--- src/sv/drum_trigger_peak_detector_unit_defines.svh ---
// ----------------------------------------------------------------------------
// drum trigger peak detector assertion macros
// Shared assertion shorthands clocked on clk and disabled in reset.
// ----------------------------------------------------------------------------
`ifndef DRUM_TRIGGER_PEAK_DETECTOR_UNIT_DEFINES_SVH
`define DRUM_TRIGGER_PEAK_DETECTOR_UNIT_DEFINES_SVH

// same-cycle implication
`define DTPD_ASSERT_IMPL(lbl, ante, cons, msg) \
  lbl: assert property (@(posedge clk) disable iff (!rst_n) (ante) |-> (cons)) \
    else $error(msg);

// next-cycle implication
`define DTPD_ASSERT_NEXT(lbl, ante, cons, msg) \
  lbl: assert property (@(posedge clk) disable iff (!rst_n) (ante) |=> (cons)) \
    else $error(msg);

`endif

--- src/sv/dtpd_pkg.sv ---
// ----------------------------------------------------------------------------
// dtpd_pkg
// Types and constants shared by the drum trigger peak detector modules.
// ----------------------------------------------------------------------------
`default_nettype none

package dtpd_pkg;

  // field widths
  localparam int SAMPLE_W = 10;
  localparam int LEVEL_W  = 9;
  localparam int SLOPE_W  = 7;
  localparam int VEL_W    = 7;
  localparam int NOTE_W   = 7;
  localparam int STATUS_W = 8;
  localparam int THRESH_W = 7;
  localparam int ADDR_W   = 4;
  localparam int DATA_W   = 32;

  // clip ceiling of the level
  localparam logic [LEVEL_W-1:0] LEVEL_MAX = 9'd511;

  // register indexes
  localparam logic [1:0] REG_DC_OFFSET  = 2'd0;
  localparam logic [1:0] REG_THRESHOLD  = 2'd1;
  localparam logic [1:0] REG_NOTE       = 2'd2;
  localparam logic [1:0] REG_STATUS     = 2'd3;

  // register reset values
  localparam logic [SAMPLE_W-1:0] RST_DC_OFFSET = 10'd512;
  localparam logic [THRESH_W-1:0] RST_THRESHOLD = 7'd5;
  localparam logic [NOTE_W-1:0]   RST_NOTE      = 7'd62;
  localparam logic [STATUS_W-1:0] RST_STATUS    = 8'h90;

  // configuration seen by the datapath
  typedef struct packed {
    logic [SAMPLE_W-1:0] dc_offset;
    logic [THRESH_W-1:0] threshold;
    logic [NOTE_W-1:0]   note;
    logic [STATUS_W-1:0] status;
  } cfg_t;

  // one note-on packet
  typedef struct packed {
    logic [STATUS_W-1:0] packet_header;
    logic [STATUS_W-1:0] status;
    logic [NOTE_W-1:0]   note;
    logic [VEL_W-1:0]    velocity;
  } result_t;

  // input stage status toward the top level
  typedef struct packed {
    logic busy;
    logic emit;
  } det_status_t;

endpackage

`default_nettype wire

--- src/sv/drum_trigger_peak_detector_unit.sv ---
// ----------------------------------------------------------------------------
// drum_trigger_peak_detector_unit
// Drum pad peak detector emitting USB-MIDI note-on packets.
// ----------------------------------------------------------------------------
// One 10-bit sample is accepted per clock cycle while in_ready is high. A
// sample lands in the input register, where the offset, clip, slope and peak
// logic run combinationally; a qualifying peak then loads the result register,
// which drives out_valid. Samples that cause no packet never stall. A packet
// that finds the result register still full waits in the input register, and
// in_ready drops only then, until the sink takes the result register's packet.
// The user must write configuration through the APB port while the block is
// idle; the block does not enforce it. Registers are at bytes 0, 4, 8 and 12.
`default_nettype none

`include "drum_trigger_peak_detector_unit_defines.svh"

module drum_trigger_peak_detector_unit (
  input  wire logic                          clk,
  input  wire logic                          rst_n,
  // sample channel
  input  wire logic                          in_valid,
  output logic                               in_ready,
  input  wire logic [dtpd_pkg::SAMPLE_W-1:0] in_sample,
  // packet channel
  output logic                               out_valid,
  input  wire logic                          out_ready,
  output logic [dtpd_pkg::STATUS_W-1:0]      out_packet_header,
  output logic [dtpd_pkg::STATUS_W-1:0]      out_status,
  output logic [dtpd_pkg::NOTE_W-1:0]        out_note,
  output logic [dtpd_pkg::VEL_W-1:0]         out_velocity,
  // configuration
  input  wire logic                          psel,
  input  wire logic                          penable,
  input  wire logic                          pwrite,
  input  wire logic [dtpd_pkg::ADDR_W-1:0]   paddr,
  input  wire logic [dtpd_pkg::DATA_W-1:0]   pwdata,
  output logic      [dtpd_pkg::DATA_W-1:0]   prdata,
  output logic                               pready
);

  dtpd_pkg::cfg_t        cfg;
  dtpd_pkg::result_t     res;
  dtpd_pkg::det_status_t stat;
  logic                  res_valid;
  logic                  res_ready;

  // configuration registers
  dtpd_regs u_regs (
    .clk     (clk),
    .rst_n   (rst_n),
    .psel    (psel),
    .penable (penable),
    .pwrite  (pwrite),
    .paddr   (paddr),
    .pwdata  (pwdata),
    .prdata  (prdata),
    .pready  (pready),
    .cfg     (cfg)
  );

  // input register and detection
  dtpd_detect u_detect (
    .clk       (clk),
    .rst_n     (rst_n),
    .in_valid  (in_valid),
    .in_ready  (in_ready),
    .in_sample (in_sample),
    .cfg       (cfg),
    .res_valid (res_valid),
    .res_ready (res_ready),
    .res       (res),
    .stat      (stat)
  );

  // result register
  dtpd_outbuf u_outbuf (
    .clk               (clk),
    .rst_n             (rst_n),
    .res_valid         (res_valid),
    .res_ready         (res_ready),
    .res               (res),
    .out_valid         (out_valid),
    .out_ready         (out_ready),
    .out_packet_header (out_packet_header),
    .out_status        (out_status),
    .out_note          (out_note),
    .out_velocity      (out_velocity)
  );

  // checks
  `DTPD_ASSERT_IMPL(a_ready_only_when_busy, !in_ready, stat.busy, "in_ready low with empty input stage")
  `DTPD_ASSERT_NEXT(a_blocked_packet_held, (stat.busy && stat.emit && out_valid && !out_ready), stat.busy, "blocked packet left input stage")
  `DTPD_ASSERT_IMPL(a_header_swapped, out_valid, (out_packet_header == {out_status[3:0], out_status[7:4]}), "packet header is not the swapped status")
  `DTPD_ASSERT_IMPL(a_velocity_above_threshold, out_valid, (out_velocity > cfg.threshold), "packet sent at or below threshold")

endmodule

`default_nettype wire

--- src/sv/dtpd_regs.sv ---
// ----------------------------------------------------------------------------
// dtpd_regs
// APB-style configuration registers: offset, threshold, note and status.
// ----------------------------------------------------------------------------
`default_nettype none

module dtpd_regs (
  input  wire logic                          clk,
  input  wire logic                          rst_n,
  input  wire logic                          psel,
  input  wire logic                          penable,
  input  wire logic                          pwrite,
  input  wire logic [dtpd_pkg::ADDR_W-1:0]   paddr,
  input  wire logic [dtpd_pkg::DATA_W-1:0]   pwdata,
  output logic      [dtpd_pkg::DATA_W-1:0]   prdata,
  output logic                               pready,
  output dtpd_pkg::cfg_t                     cfg
);

  logic [dtpd_pkg::SAMPLE_W-1:0] dc_offset_r;
  logic [dtpd_pkg::THRESH_W-1:0] threshold_r;
  logic [dtpd_pkg::NOTE_W-1:0]   note_r;
  logic [dtpd_pkg::STATUS_W-1:0] status_r;
  logic [1:0]                    reg_idx;
  logic                          wr_en;

  assign pready  = 1'b1;
  assign reg_idx = paddr[3:2];
  assign wr_en   = psel & penable & pwrite & pready;

  // register writes
  always_ff @(posedge clk) begin
    if (!rst_n) begin
      dc_offset_r <= dtpd_pkg::RST_DC_OFFSET;
      threshold_r <= dtpd_pkg::RST_THRESHOLD;
      note_r      <= dtpd_pkg::RST_NOTE;
      status_r    <= dtpd_pkg::RST_STATUS;
    end else if (wr_en) begin
      case (reg_idx)
        dtpd_pkg::REG_DC_OFFSET: dc_offset_r <= pwdata[dtpd_pkg::SAMPLE_W-1:0];
        dtpd_pkg::REG_THRESHOLD: threshold_r <= pwdata[dtpd_pkg::THRESH_W-1:0];
        dtpd_pkg::REG_NOTE:      note_r      <= pwdata[dtpd_pkg::NOTE_W-1:0];
        dtpd_pkg::REG_STATUS:    status_r    <= pwdata[dtpd_pkg::STATUS_W-1:0];
        default: ;
      endcase
    end
  end

  // read mux
  always_comb begin
    case (reg_idx)
      dtpd_pkg::REG_DC_OFFSET: prdata = {22'd0, dc_offset_r};
      dtpd_pkg::REG_THRESHOLD: prdata = {25'd0, threshold_r};
      dtpd_pkg::REG_NOTE:      prdata = {25'd0, note_r};
      dtpd_pkg::REG_STATUS:    prdata = {24'd0, status_r};
      default:                 prdata = '0;
    endcase
  end

  assign cfg.dc_offset = dc_offset_r;
  assign cfg.threshold = threshold_r;
  assign cfg.note      = note_r;
  assign cfg.status    = status_r;

endmodule

`default_nettype wire

--- src/sv/dtpd_detect.sv ---
// ----------------------------------------------------------------------------
// dtpd_detect
// Input register plus level, slope and peak logic with the slope history.
// ----------------------------------------------------------------------------
`default_nettype none

module dtpd_detect (
  input  wire logic                            clk,
  input  wire logic                            rst_n,
  input  wire logic                            in_valid,
  output logic                                 in_ready,
  input  wire logic [dtpd_pkg::SAMPLE_W-1:0]   in_sample,
  input  wire dtpd_pkg::cfg_t                  cfg,
  output logic                                 res_valid,
  input  wire logic                            res_ready,
  output dtpd_pkg::result_t                    res,
  output dtpd_pkg::det_status_t                stat
);

  logic                          s1_valid_r;
  logic                          s1_valid_nxt;
  logic [dtpd_pkg::SAMPLE_W-1:0] sample_r;
  logic [dtpd_pkg::LEVEL_W-1:0]  prev_level_r;
  logic [dtpd_pkg::SLOPE_W-1:0]  slope_mid_r;
  logic [dtpd_pkg::SLOPE_W-1:0]  slope_old_r;

  logic [dtpd_pkg::SAMPLE_W-1:0] diff;
  logic [dtpd_pkg::LEVEL_W-1:0]  level;
  logic [dtpd_pkg::LEVEL_W-1:0]  rise;
  logic [dtpd_pkg::SLOPE_W-1:0]  slope;
  logic [dtpd_pkg::VEL_W-1:0]    velocity;
  logic                          peak;
  logic                          emit;
  logic                          in_acc;
  logic                          advance;

  // level: offset removed, clipped to 0..511
  assign diff  = sample_r - cfg.dc_offset;
  always_comb begin
    if (sample_r <= cfg.dc_offset) begin
      level = '0;
    end else if (diff[dtpd_pkg::SAMPLE_W-1]) begin
      level = dtpd_pkg::LEVEL_MAX;
    end else begin
      level = diff[dtpd_pkg::LEVEL_W-1:0];
    end
  end

  // slope: rising part only, quartered
  assign rise     = (level > prev_level_r) ? (level - prev_level_r) : '0;
  assign slope    = rise[dtpd_pkg::LEVEL_W-1:2];
  assign velocity = level[dtpd_pkg::LEVEL_W-1:2];

  // peak when the middle slope tops both neighbors
  assign peak = (slope_mid_r > slope) && (slope_mid_r > slope_old_r);
  assign emit = peak && (velocity > cfg.threshold);

  // handshake
  assign advance   = s1_valid_r && (!emit || res_ready);
  assign in_ready  = !s1_valid_r || advance;
  assign in_acc    = in_valid && in_ready;
  assign res_valid = s1_valid_r && emit;

  always_comb begin
    if (in_acc) begin
      s1_valid_nxt = 1'b1;
    end else if (advance) begin
      s1_valid_nxt = 1'b0;
    end else begin
      s1_valid_nxt = s1_valid_r;
    end
  end

  // input register
  always_ff @(posedge clk) begin
    if (!rst_n) begin
      s1_valid_r <= 1'b0;
    end else begin
      s1_valid_r <= s1_valid_nxt;
    end
  end

  always_ff @(posedge clk) begin
    if (in_acc) begin
      sample_r <= in_sample;
    end
  end

  // history moves when the stage hands its transaction on
  always_ff @(posedge clk) begin
    if (!rst_n) begin
      prev_level_r <= '0;
      slope_mid_r  <= '0;
      slope_old_r  <= '0;
    end else if (advance) begin
      prev_level_r <= level;
      slope_mid_r  <= slope;
      slope_old_r  <= slope_mid_r;
    end
  end

  // packet fields
  assign res.packet_header = {cfg.status[3:0], cfg.status[7:4]};
  assign res.status        = cfg.status;
  assign res.note          = cfg.note;
  assign res.velocity      = velocity;

  assign stat.busy = s1_valid_r;
  assign stat.emit = emit;

endmodule

`default_nettype wire

--- src/sv/dtpd_outbuf.sv ---
// ----------------------------------------------------------------------------
// dtpd_outbuf
// Result register holding one note-on packet until the sink takes it.
// ----------------------------------------------------------------------------
`default_nettype none

module dtpd_outbuf (
  input  wire logic                          clk,
  input  wire logic                          rst_n,
  input  wire logic                          res_valid,
  output logic                               res_ready,
  input  wire dtpd_pkg::result_t             res,
  output logic                               out_valid,
  input  wire logic                          out_ready,
  output logic [dtpd_pkg::STATUS_W-1:0]      out_packet_header,
  output logic [dtpd_pkg::STATUS_W-1:0]      out_status,
  output logic [dtpd_pkg::NOTE_W-1:0]        out_note,
  output logic [dtpd_pkg::VEL_W-1:0]         out_velocity
);

  logic              out_valid_r;
  logic              out_valid_nxt;
  dtpd_pkg::result_t data_r;
  logic              load;

  assign res_ready = !out_valid_r || out_ready;
  assign load      = res_valid && res_ready;

  always_comb begin
    if (load) begin
      out_valid_nxt = 1'b1;
    end else if (out_ready) begin
      out_valid_nxt = 1'b0;
    end else begin
      out_valid_nxt = out_valid_r;
    end
  end

  // valid flag
  always_ff @(posedge clk) begin
    if (!rst_n) begin
      out_valid_r <= 1'b0;
    end else begin
      out_valid_r <= out_valid_nxt;
    end
  end

  // payload
  always_ff @(posedge clk) begin
    if (load) begin
      data_r <= res;
    end
  end

  assign out_valid         = out_valid_r;
  assign out_packet_header = data_r.packet_header;
  assign out_status        = data_r.status;
  assign out_note          = data_r.note;
  assign out_velocity      = data_r.velocity;

endmodule

`default_nettype wire

--- config.mk ---
export PLATFORM = sky130hd
export DESIGN_NAME = drum_trigger_peak_detector_unit
export DESIGN_NICKNAME = d
export VERILOG_FILES = /design/src/sv/dtpd_pkg.sv /design/src/sv/drum_trigger_peak_detector_unit.sv /design/src/sv/dtpd_regs.sv /design/src/sv/dtpd_detect.sv /design/src/sv/dtpd_outbuf.sv
export VERILOG_INCLUDE_DIRS = /design/src /design/src/sv
export SDC_FILE = /design/constraint.sdc
export NUM_CORES = 1
export LEC_CHECK = 0
export BUFFER_PORTS_ARGS = -buffer_cell sky130_fd_sc_hd__buf_2
export CAP_MARGIN = 40
export CORE_MARGIN = 1
export CORE_UTILIZATION = 60
export CTS_BUF_LIST = sky130_fd_sc_hd__clkbuf_8
export DETAILED_ROUTE_END_ITERATION = 12
export GPL_TIMING_DRIVEN = 0
export PLACE_DENSITY = 0.93
export SLEW_MARGIN = 20
export SYNTH_ARGS = -nofsm -noshare
export SYNTH_HDL_FRONTEND = slang
export SYNTH_HIERARCHICAL = 1
export SYNTH_SLANG_ARGS = --single-unit
--- constraint.sdc ---
create_clock -name clk -period 10.85 [get_ports clk]
set_input_delay 0.5425 -clock clk [delete_from_list [all_inputs] [get_ports clk]]
set_output_delay 0.5425 -clock clk [all_outputs]
set_load 0.02 [all_outputs]
# After elaboration in Yosys (flattened, before gate mapping)
# Cells that the tools add are included.
dict set report totals {
  output_inout_bits 65
  register_bits 97
  input_bits 53
}
dict set report op_classes {
  addsub 2
  n_lt_le_gt_ge 5
  reduce_logical 19
  n_bitwise 2
  n_eq_ne 3
  muxes 8
}
# cell n
set ops {}
lappend ops {{$pmux 32 s4} 1}
lappend ops {{$mux 9} 3}
lappend ops {{$gt 7x7->1} 3}
lappend ops {{$le 10x10->1} 1}
lappend ops {{$sub 10x10->10} 1}
lappend ops {{$gt 9x9->1} 1}
lappend ops {{$sub 9x9->9} 1}
lappend ops {{$reduce_and 2->1} 4}
lappend ops {{$logic_and 1x1->1} 6}
lappend ops {{$eq 2x2->1 const B} 2}
lappend ops {{$mux 1} 4}
lappend ops {{$reduce_bool 2->1} 2}
lappend ops {{$logic_not 1->1} 3}
lappend ops {{$logic_or 1x1->1} 3}
lappend ops {{$and 1x1->1} 2}
lappend ops {{$eq 2x1->1 const B} 1}
lappend ops {{$logic_not 2->1} 1}

# Depth between registers and ports, before layout
dict set report depth {
  depth_word 14
  mapped_depth 27
  depth_no_buf 27
}

# Hierarchy
# Netlist, hierarchy kept.
# module instances area_per_inst_um2 cells_per_inst
set modules_own_cells {}
lappend modules_own_cells {dtpd_detect 1 2985.4 346}
lappend modules_own_cells {dtpd_regs 1 1696.6 171}
lappend modules_own_cells {dtpd_outbuf 1 958.4 35}

# Least setup slack after synthesis
# Ideal clock, no wire load.
dict set report synth_path {
  path_kind {register to register}
  from {reg u_detect/sample_r[0] (netlist name)}
  to {reg u_detect/sample_r[0] (netlist name), enable pin}
  slack_ns 5.508
  path_stages_with_launch 27
  period_less_slack_ns 5.342
  setup_time_ns 0.343
  arrival_ns 4.999
  t_required_ns 10.507
  path_cell_list {edfxtp_1 > inv_1 > ha_1 > inv_1 > fa_1 > a21o_1 > a21oi_1 > o21ai_2 > a211oi_2 > nor2_2 > o21ai_0 > inv_1 > ha_1 > and2_1 > a221oi_2 > nand2_1 > a21o_1 > a21oi_1 > xnor2_1 > nand2_1 > ha_1 > nand4_1 > a21oi_1 > o2bb2ai_1 > nor3_1 > nand3b_1 > and2_1}
}
dict set report synth_via {
  elab_chain_len 13
  word_cells_on_any_way 16
  cone_classes {add/sub (2); order compare (4); mux (3); reduce/logical (7)}
}
# item line_no
set synth_rtl {}
lappend synth_rtl {{start: declaration} dtpd_detect.sv:22} ;# logic [dtpd_pkg::SAMPLE_W-1:0] sample_r;
lappend synth_rtl {{start signal: assignment} dtpd_detect.sv:85} ;# sample_r <= in_sample;
lappend synth_rtl {{$sub 10x10->10} dtpd_detect.sv:38} ;# assign diff = sample_r - cfg.dc_offset;
lappend synth_rtl {{$mux 9} dtpd_detect.sv:42} ;# end else if (diff[dtpd_pkg::SAMPLE_W-1]) begin
lappend synth_rtl {{$mux 9 *} dtpd_detect.sv:40} ;# if (sample_r <= cfg.dc_offset) begin
lappend synth_rtl {{via u_detect.level (one bit)} dtpd_detect.sv:28} ;# logic [dtpd_pkg::LEVEL_W-1:0] level;
lappend synth_rtl {{$sub 9x9->9 or $gt 9x9->1 (tied branches)} dtpd_detect.sv:50} ;# assign rise = (level > prev_level_r) ? (level - prev_level_r) : '0;
lappend synth_rtl {{$mux 9} dtpd_detect.sv:50}
lappend synth_rtl {{$gt 7x7->1} dtpd_detect.sv:55} ;# assign peak = (slope_mid_r > slope) && (slope_mid_r > slope_old_r);
lappend synth_rtl {{$logic_and 1x1->1} dtpd_detect.sv:55}
lappend synth_rtl {{$logic_and 1x1->1 *} dtpd_detect.sv:56} ;# assign emit = peak && (velocity > cfg.threshold);
lappend synth_rtl {{via u_detect.emit} dtpd_detect.sv:33} ;# logic emit;
lappend synth_rtl {{$logic_not 1->1 *} dtpd_detect.sv:59} ;# assign advance = s1_valid_r && (!emit || res_ready);
lappend synth_rtl {{$logic_or 1x1->1 *} dtpd_detect.sv:59}
lappend synth_rtl {{$logic_and 1x1->1 *} dtpd_detect.sv:59}
lappend synth_rtl {{$logic_or 1x1->1 *} dtpd_detect.sv:60} ;# assign in_ready = !s1_valid_r || advance;
lappend synth_rtl {{via in_ready} drum_trigger_peak_detector_unit.sv:22} ;# output logic in_ready,
lappend synth_rtl {{$logic_and 1x1->1 *} dtpd_detect.sv:61} ;# assign in_acc = in_valid && in_ready;
lappend synth_rtl {{via u_detect.in_acc} dtpd_detect.sv:34} ;# logic in_acc;
# The timed path passes the listed nets; every way through them passes the cells marked *.
# A chain may end at the register's enable or synchronous reset.

# Worst setup path after layout
dict set report layout_path {
  from {reg u_detect/sample_r[0] (netlist name)}
  to {out in_ready}
}
dict set report layout_via {
  elab_chain_len 12
  word_cells_on_any_way 15
  cone_classes {add/sub (2); order compare (4); mux (3); reduce/logical (6)}
}
# item line_no
set layout_rtl {}
lappend layout_rtl {{$sub 10x10->10} dtpd_detect.sv:38}
lappend layout_rtl {{$mux 9} dtpd_detect.sv:42}
lappend layout_rtl {{$mux 9 *} dtpd_detect.sv:40}
lappend layout_rtl {{via u_detect.level (one bit)} dtpd_detect.sv:28}
lappend layout_rtl {{$sub 9x9->9 or $gt 9x9->1 (tied branches)} dtpd_detect.sv:50}
lappend layout_rtl {{$mux 9} dtpd_detect.sv:50}
lappend layout_rtl {{$gt 7x7->1} dtpd_detect.sv:55}
lappend layout_rtl {{$logic_and 1x1->1} dtpd_detect.sv:55}
lappend layout_rtl {{$logic_and 1x1->1 *} dtpd_detect.sv:56}
lappend layout_rtl {{via u_detect.emit} dtpd_detect.sv:33}
lappend layout_rtl {{$logic_not 1->1 *} dtpd_detect.sv:59}
lappend layout_rtl {{$logic_or 1x1->1 *} dtpd_detect.sv:59}
lappend layout_rtl {{$logic_and 1x1->1 *} dtpd_detect.sv:59}
lappend layout_rtl {{$logic_or 1x1->1 *} dtpd_detect.sv:60}
lappend layout_rtl {{end: declaration} drum_trigger_peak_detector_unit.sv:22}
# Marks and branches as above.

==> flow_summary.json <==
{
  "worst-endpoint-required_ns": 10.31,
  "reg2regPathDepth": 26,
  "placed_cells": 748,
  "synthesized_area_per_cell_um2": 10.23,
  "global_route_wire_length_before_repair_um": 20540,
  "place.gp.congestion": 0.8596,
  "route.layer.met1.wl_um": 5229,
  "grt_antenna_before_repair": 0,
  "post-dp-hpwl_um": 9442,
  "min_path_cells": 1,
  "wl_met2_um": 6142,
  "tritoncts": "yes",
  "core_area_um2": 8891,
  "floorplan.die.width_um": 98.83,
  "avgRoutedWirePerCell_um": 16.28,
  "multi_input_area_um2": 2661,
  "final_cells": 764,
  "fp-row-count": 34,
  "worst_setup_path_end_kind": "output port",
  "setup.reg_to_reg.worst_slack_ns": 4.60,
  "deepest_level_of_the_cts_h_tree": 3,
  "syn_area_um2": 5625,
  "run_status": "completed",
  "maxCapViolCount": 0,
  "die_height_um": 98.83,
  "report.final.hold_viol_count": 0,
  "post_route_cells_drive_above_1_share_pct": 27.44,
  "setup_tns_ns": 0,
  "global_route.usage.total_pct": 26.83,
  "final_antenna_net_count": 0,
  "cts_resized": 0,
  "capture_instance_of_the_worst_register_to_register_path": "u_outbuf/out_note[3]",
  "slew_violations": 0,
  "wl_um": 12440,
  "path_class": "reg -> out",
  "ios": 118,
  "vdd.ir_drop.worst_v": 0.00009673,
  "area_growth_pct": 13.59,
  "clock_path_buffers": 2,
  "fin_crit_ns": 6.519,
  "worstSkewPairLatency_ns": 0.37,
  "cts_root_buffer": "sky130_fd_sc_hd__clkbuf_8",
  "syn-instance-count": 550,
  "setup_slack_at_placement_ns": 4.744,
  "post-route-period-util_pct": 60.08,
  "floorplan.initialDensity_pct": 63.27,
  "drcViolationCount": 0,
  "route.detailed.vias_per_inst": 5.665,
  "whs_endpoint": "u_detect/sample_r[2]",
  "post_cts_hold_buffer_count": 0,
  "r2r-start": "u_detect/sample_r[0]",
  "postCtsSetupBuffers": 0,
  "synth_warnings": 6,
  "cts_buffers": 9,
  "slew-limit-headroom_pct": 52.31,
  "worst_clock_skew_ns": 0.01576,
  "maxUsedRoutingLayer": "met4",
  "insertedDiodeCount": 0,
  "grt_pass1_vias": 4369,
  "dr_total_vias": 4328,
  "finish.net_count": 746,
  "worst-slew-pin-transition_ns": 0.7099,
  "grt_max_degree": 31,
  "max_freq_ghz": 0.1534,
  "min_from": "in_sample[2]",
  "gr-total-overflow": 0,
  "powerDensity_nw_per_um2": 134.1,
  "worst-endpoint-arrival_ns": 5.98,
  "clk_pin_slew_worst_paths_ns": 0.11,
  "cp-start-kind": "register",
  "final_setup_slack_of_the_worst_path_ns": 4.331,
  "path_max_fanout": 7,
  "seqCellArea_um2": 2342,
  "power.static_leakage_nw": 2.899,
  "numClockSinks": 97,
  "dr.first_iter.drc_count": 312,
  "place.port_buffers": 69,
  "wl_met3_um": 913,
  "timing.hold.worst.class": "in -> reg",
  "n_fill_cell": 606,
  "final-setup-viol-count": 0,
  "die-area_um2": 9766,
  "unrepaired_setup_endpoints_after_global_routing": "false",
  "first_pass_iters": 5
}
## worst max-delay path: stages (launching register included)
cell                        delay [ns]
sky130_fd_sc_hd__edfxtp_1         0.38
sky130_fd_sc_hd__inv_1            0.08
sky130_fd_sc_hd__ha_1             0.17
sky130_fd_sc_hd__inv_1            0.06
sky130_fd_sc_hd__fa_1             0.40
sky130_fd_sc_hd__a21o_1           0.17
sky130_fd_sc_hd__a21oi_1          0.34
sky130_fd_sc_hd__o21ai_2          0.17
sky130_fd_sc_hd__a211oi_2         0.36
sky130_fd_sc_hd__nor2_2           0.12
sky130_fd_sc_hd__o21ai_0          0.16
sky130_fd_sc_hd__inv_1            0.16
sky130_fd_sc_hd__ha_1             0.38
sky130_fd_sc_hd__and2_1           0.21
sky130_fd_sc_hd__a221oi_2         0.24
sky130_fd_sc_hd__nand2_1          0.13
sky130_fd_sc_hd__a21o_1           0.19
sky130_fd_sc_hd__a21oi_1          0.18
sky130_fd_sc_hd__xnor2_1          0.19
sky130_fd_sc_hd__nand2_1          0.10
sky130_fd_sc_hd__ha_1             0.31
sky130_fd_sc_hd__nand4_1          0.14
sky130_fd_sc_hd__a21oi_1          0.15
sky130_fd_sc_hd__o2bb2ai_1        0.15
sky130_fd_sc_hd__nor3_1           0.28
sky130_fd_sc_hd__nand3b_1         0.17
sky130_fd_sc_hd__buf_2            0.19
## how the worst max path moves through the flow
stage                                     from                             to  slack (ns)
after global routing      u_detect/sample_r[0]                       in_ready        3.85
after detailed placement  u_detect/sample_r[0]         u_outbuf/out_status[7]        4.74
after CTS                 u_detect/sample_r[0]                       in_ready        4.39
after floorplan           u_detect/sample_r[0]           u_detect/sample_r[0]        5.53
final                     u_detect/sample_r[0]                       in_ready        4.33
after global placement    u_detect/sample_r[0]  u_outbuf/out_packet_header[3]        4.93
## metal layers
| metal | track usage (%) | up-vias |
|---|---|---|
| met2 | 46.48 | 209 |
| met4 | 7.692 | 0 |
| met3 | 5.461 | 17 |
| met5 | 0 | - |
| li1 | - | 2056 |
| met1 | 34.01 | 2046 |
## report_power, final
part / switching [mW] / total, mW / internal [mW]
Sequential: 0.00768 / 0.398 / 0.391
Clock: 0.143 / 0.236 / 0.0927
Combinational: 0.132 / 0.223 / 0.0910
## stage by stage
step	total power [mW]	instance area (um2)	hold slack [ns]	util [%]
floorplan	0.5727	5704	0.4411	-
global placement	0.6114	6185	0.4509	69.56
detailed placement	0.6230	6185	0.4612	69.56
CTS	0.8563	6390	0.3310	71.87
global route	0.9006	6390	0.3146	71.87
finish	0.8569	6390	0.3398	71.87
## cell type report
class | instances | area share, %
Buffer | 69 | 7.911
Clock buffer | 9 | 1.939
Clock inverter | 7 | 1.273
Inverter | 52 | 3.055
Multi-Input combinational cell | 353 | 41.65
Sequential cell | 97 | 36.66
Tap cell | 108 | 2.115
Timing Repair Buffer | 69 | 5.404
## flip-flops by register name, indices dropped and copies added (netlist names)
name / flops
u_outbuf/out_velocity: 7
u_regs/dc_offset_r: 10
u_outbuf/out_status: 8
u_detect/prev_level_r: 9
u_regs/note_r: 7
u_regs/threshold_r: 7
u_regs/status_r: 8
u_detect/s1_valid_r: 1
u_detect/sample_r: 10
u_outbuf/out_valid: 1
u_outbuf/out_note: 7
u_detect/slope_old_r: 7
u_outbuf/out_packet_header: 8
u_detect/slope_mid_r: 7
## cell usage in the layout (no fill, tap or decap), drive strengths merged, types with 6 or more instances in the layout
cell type and count:
conb 23, buf 131, o21a 7, ha 41, nor2 27, o211ai 7, nor3 8, nor2b 9
xnor2 6, mux4 7, mux2i 33, nand2 49, and3 7, inv 54, and2 8, dfxtp 57
a21oi 17, a21o 9, o21ai 30, clkbuf 16, edfxtp 40, nand3 17, nand4 7
Power figures use the tool's default switching activity.
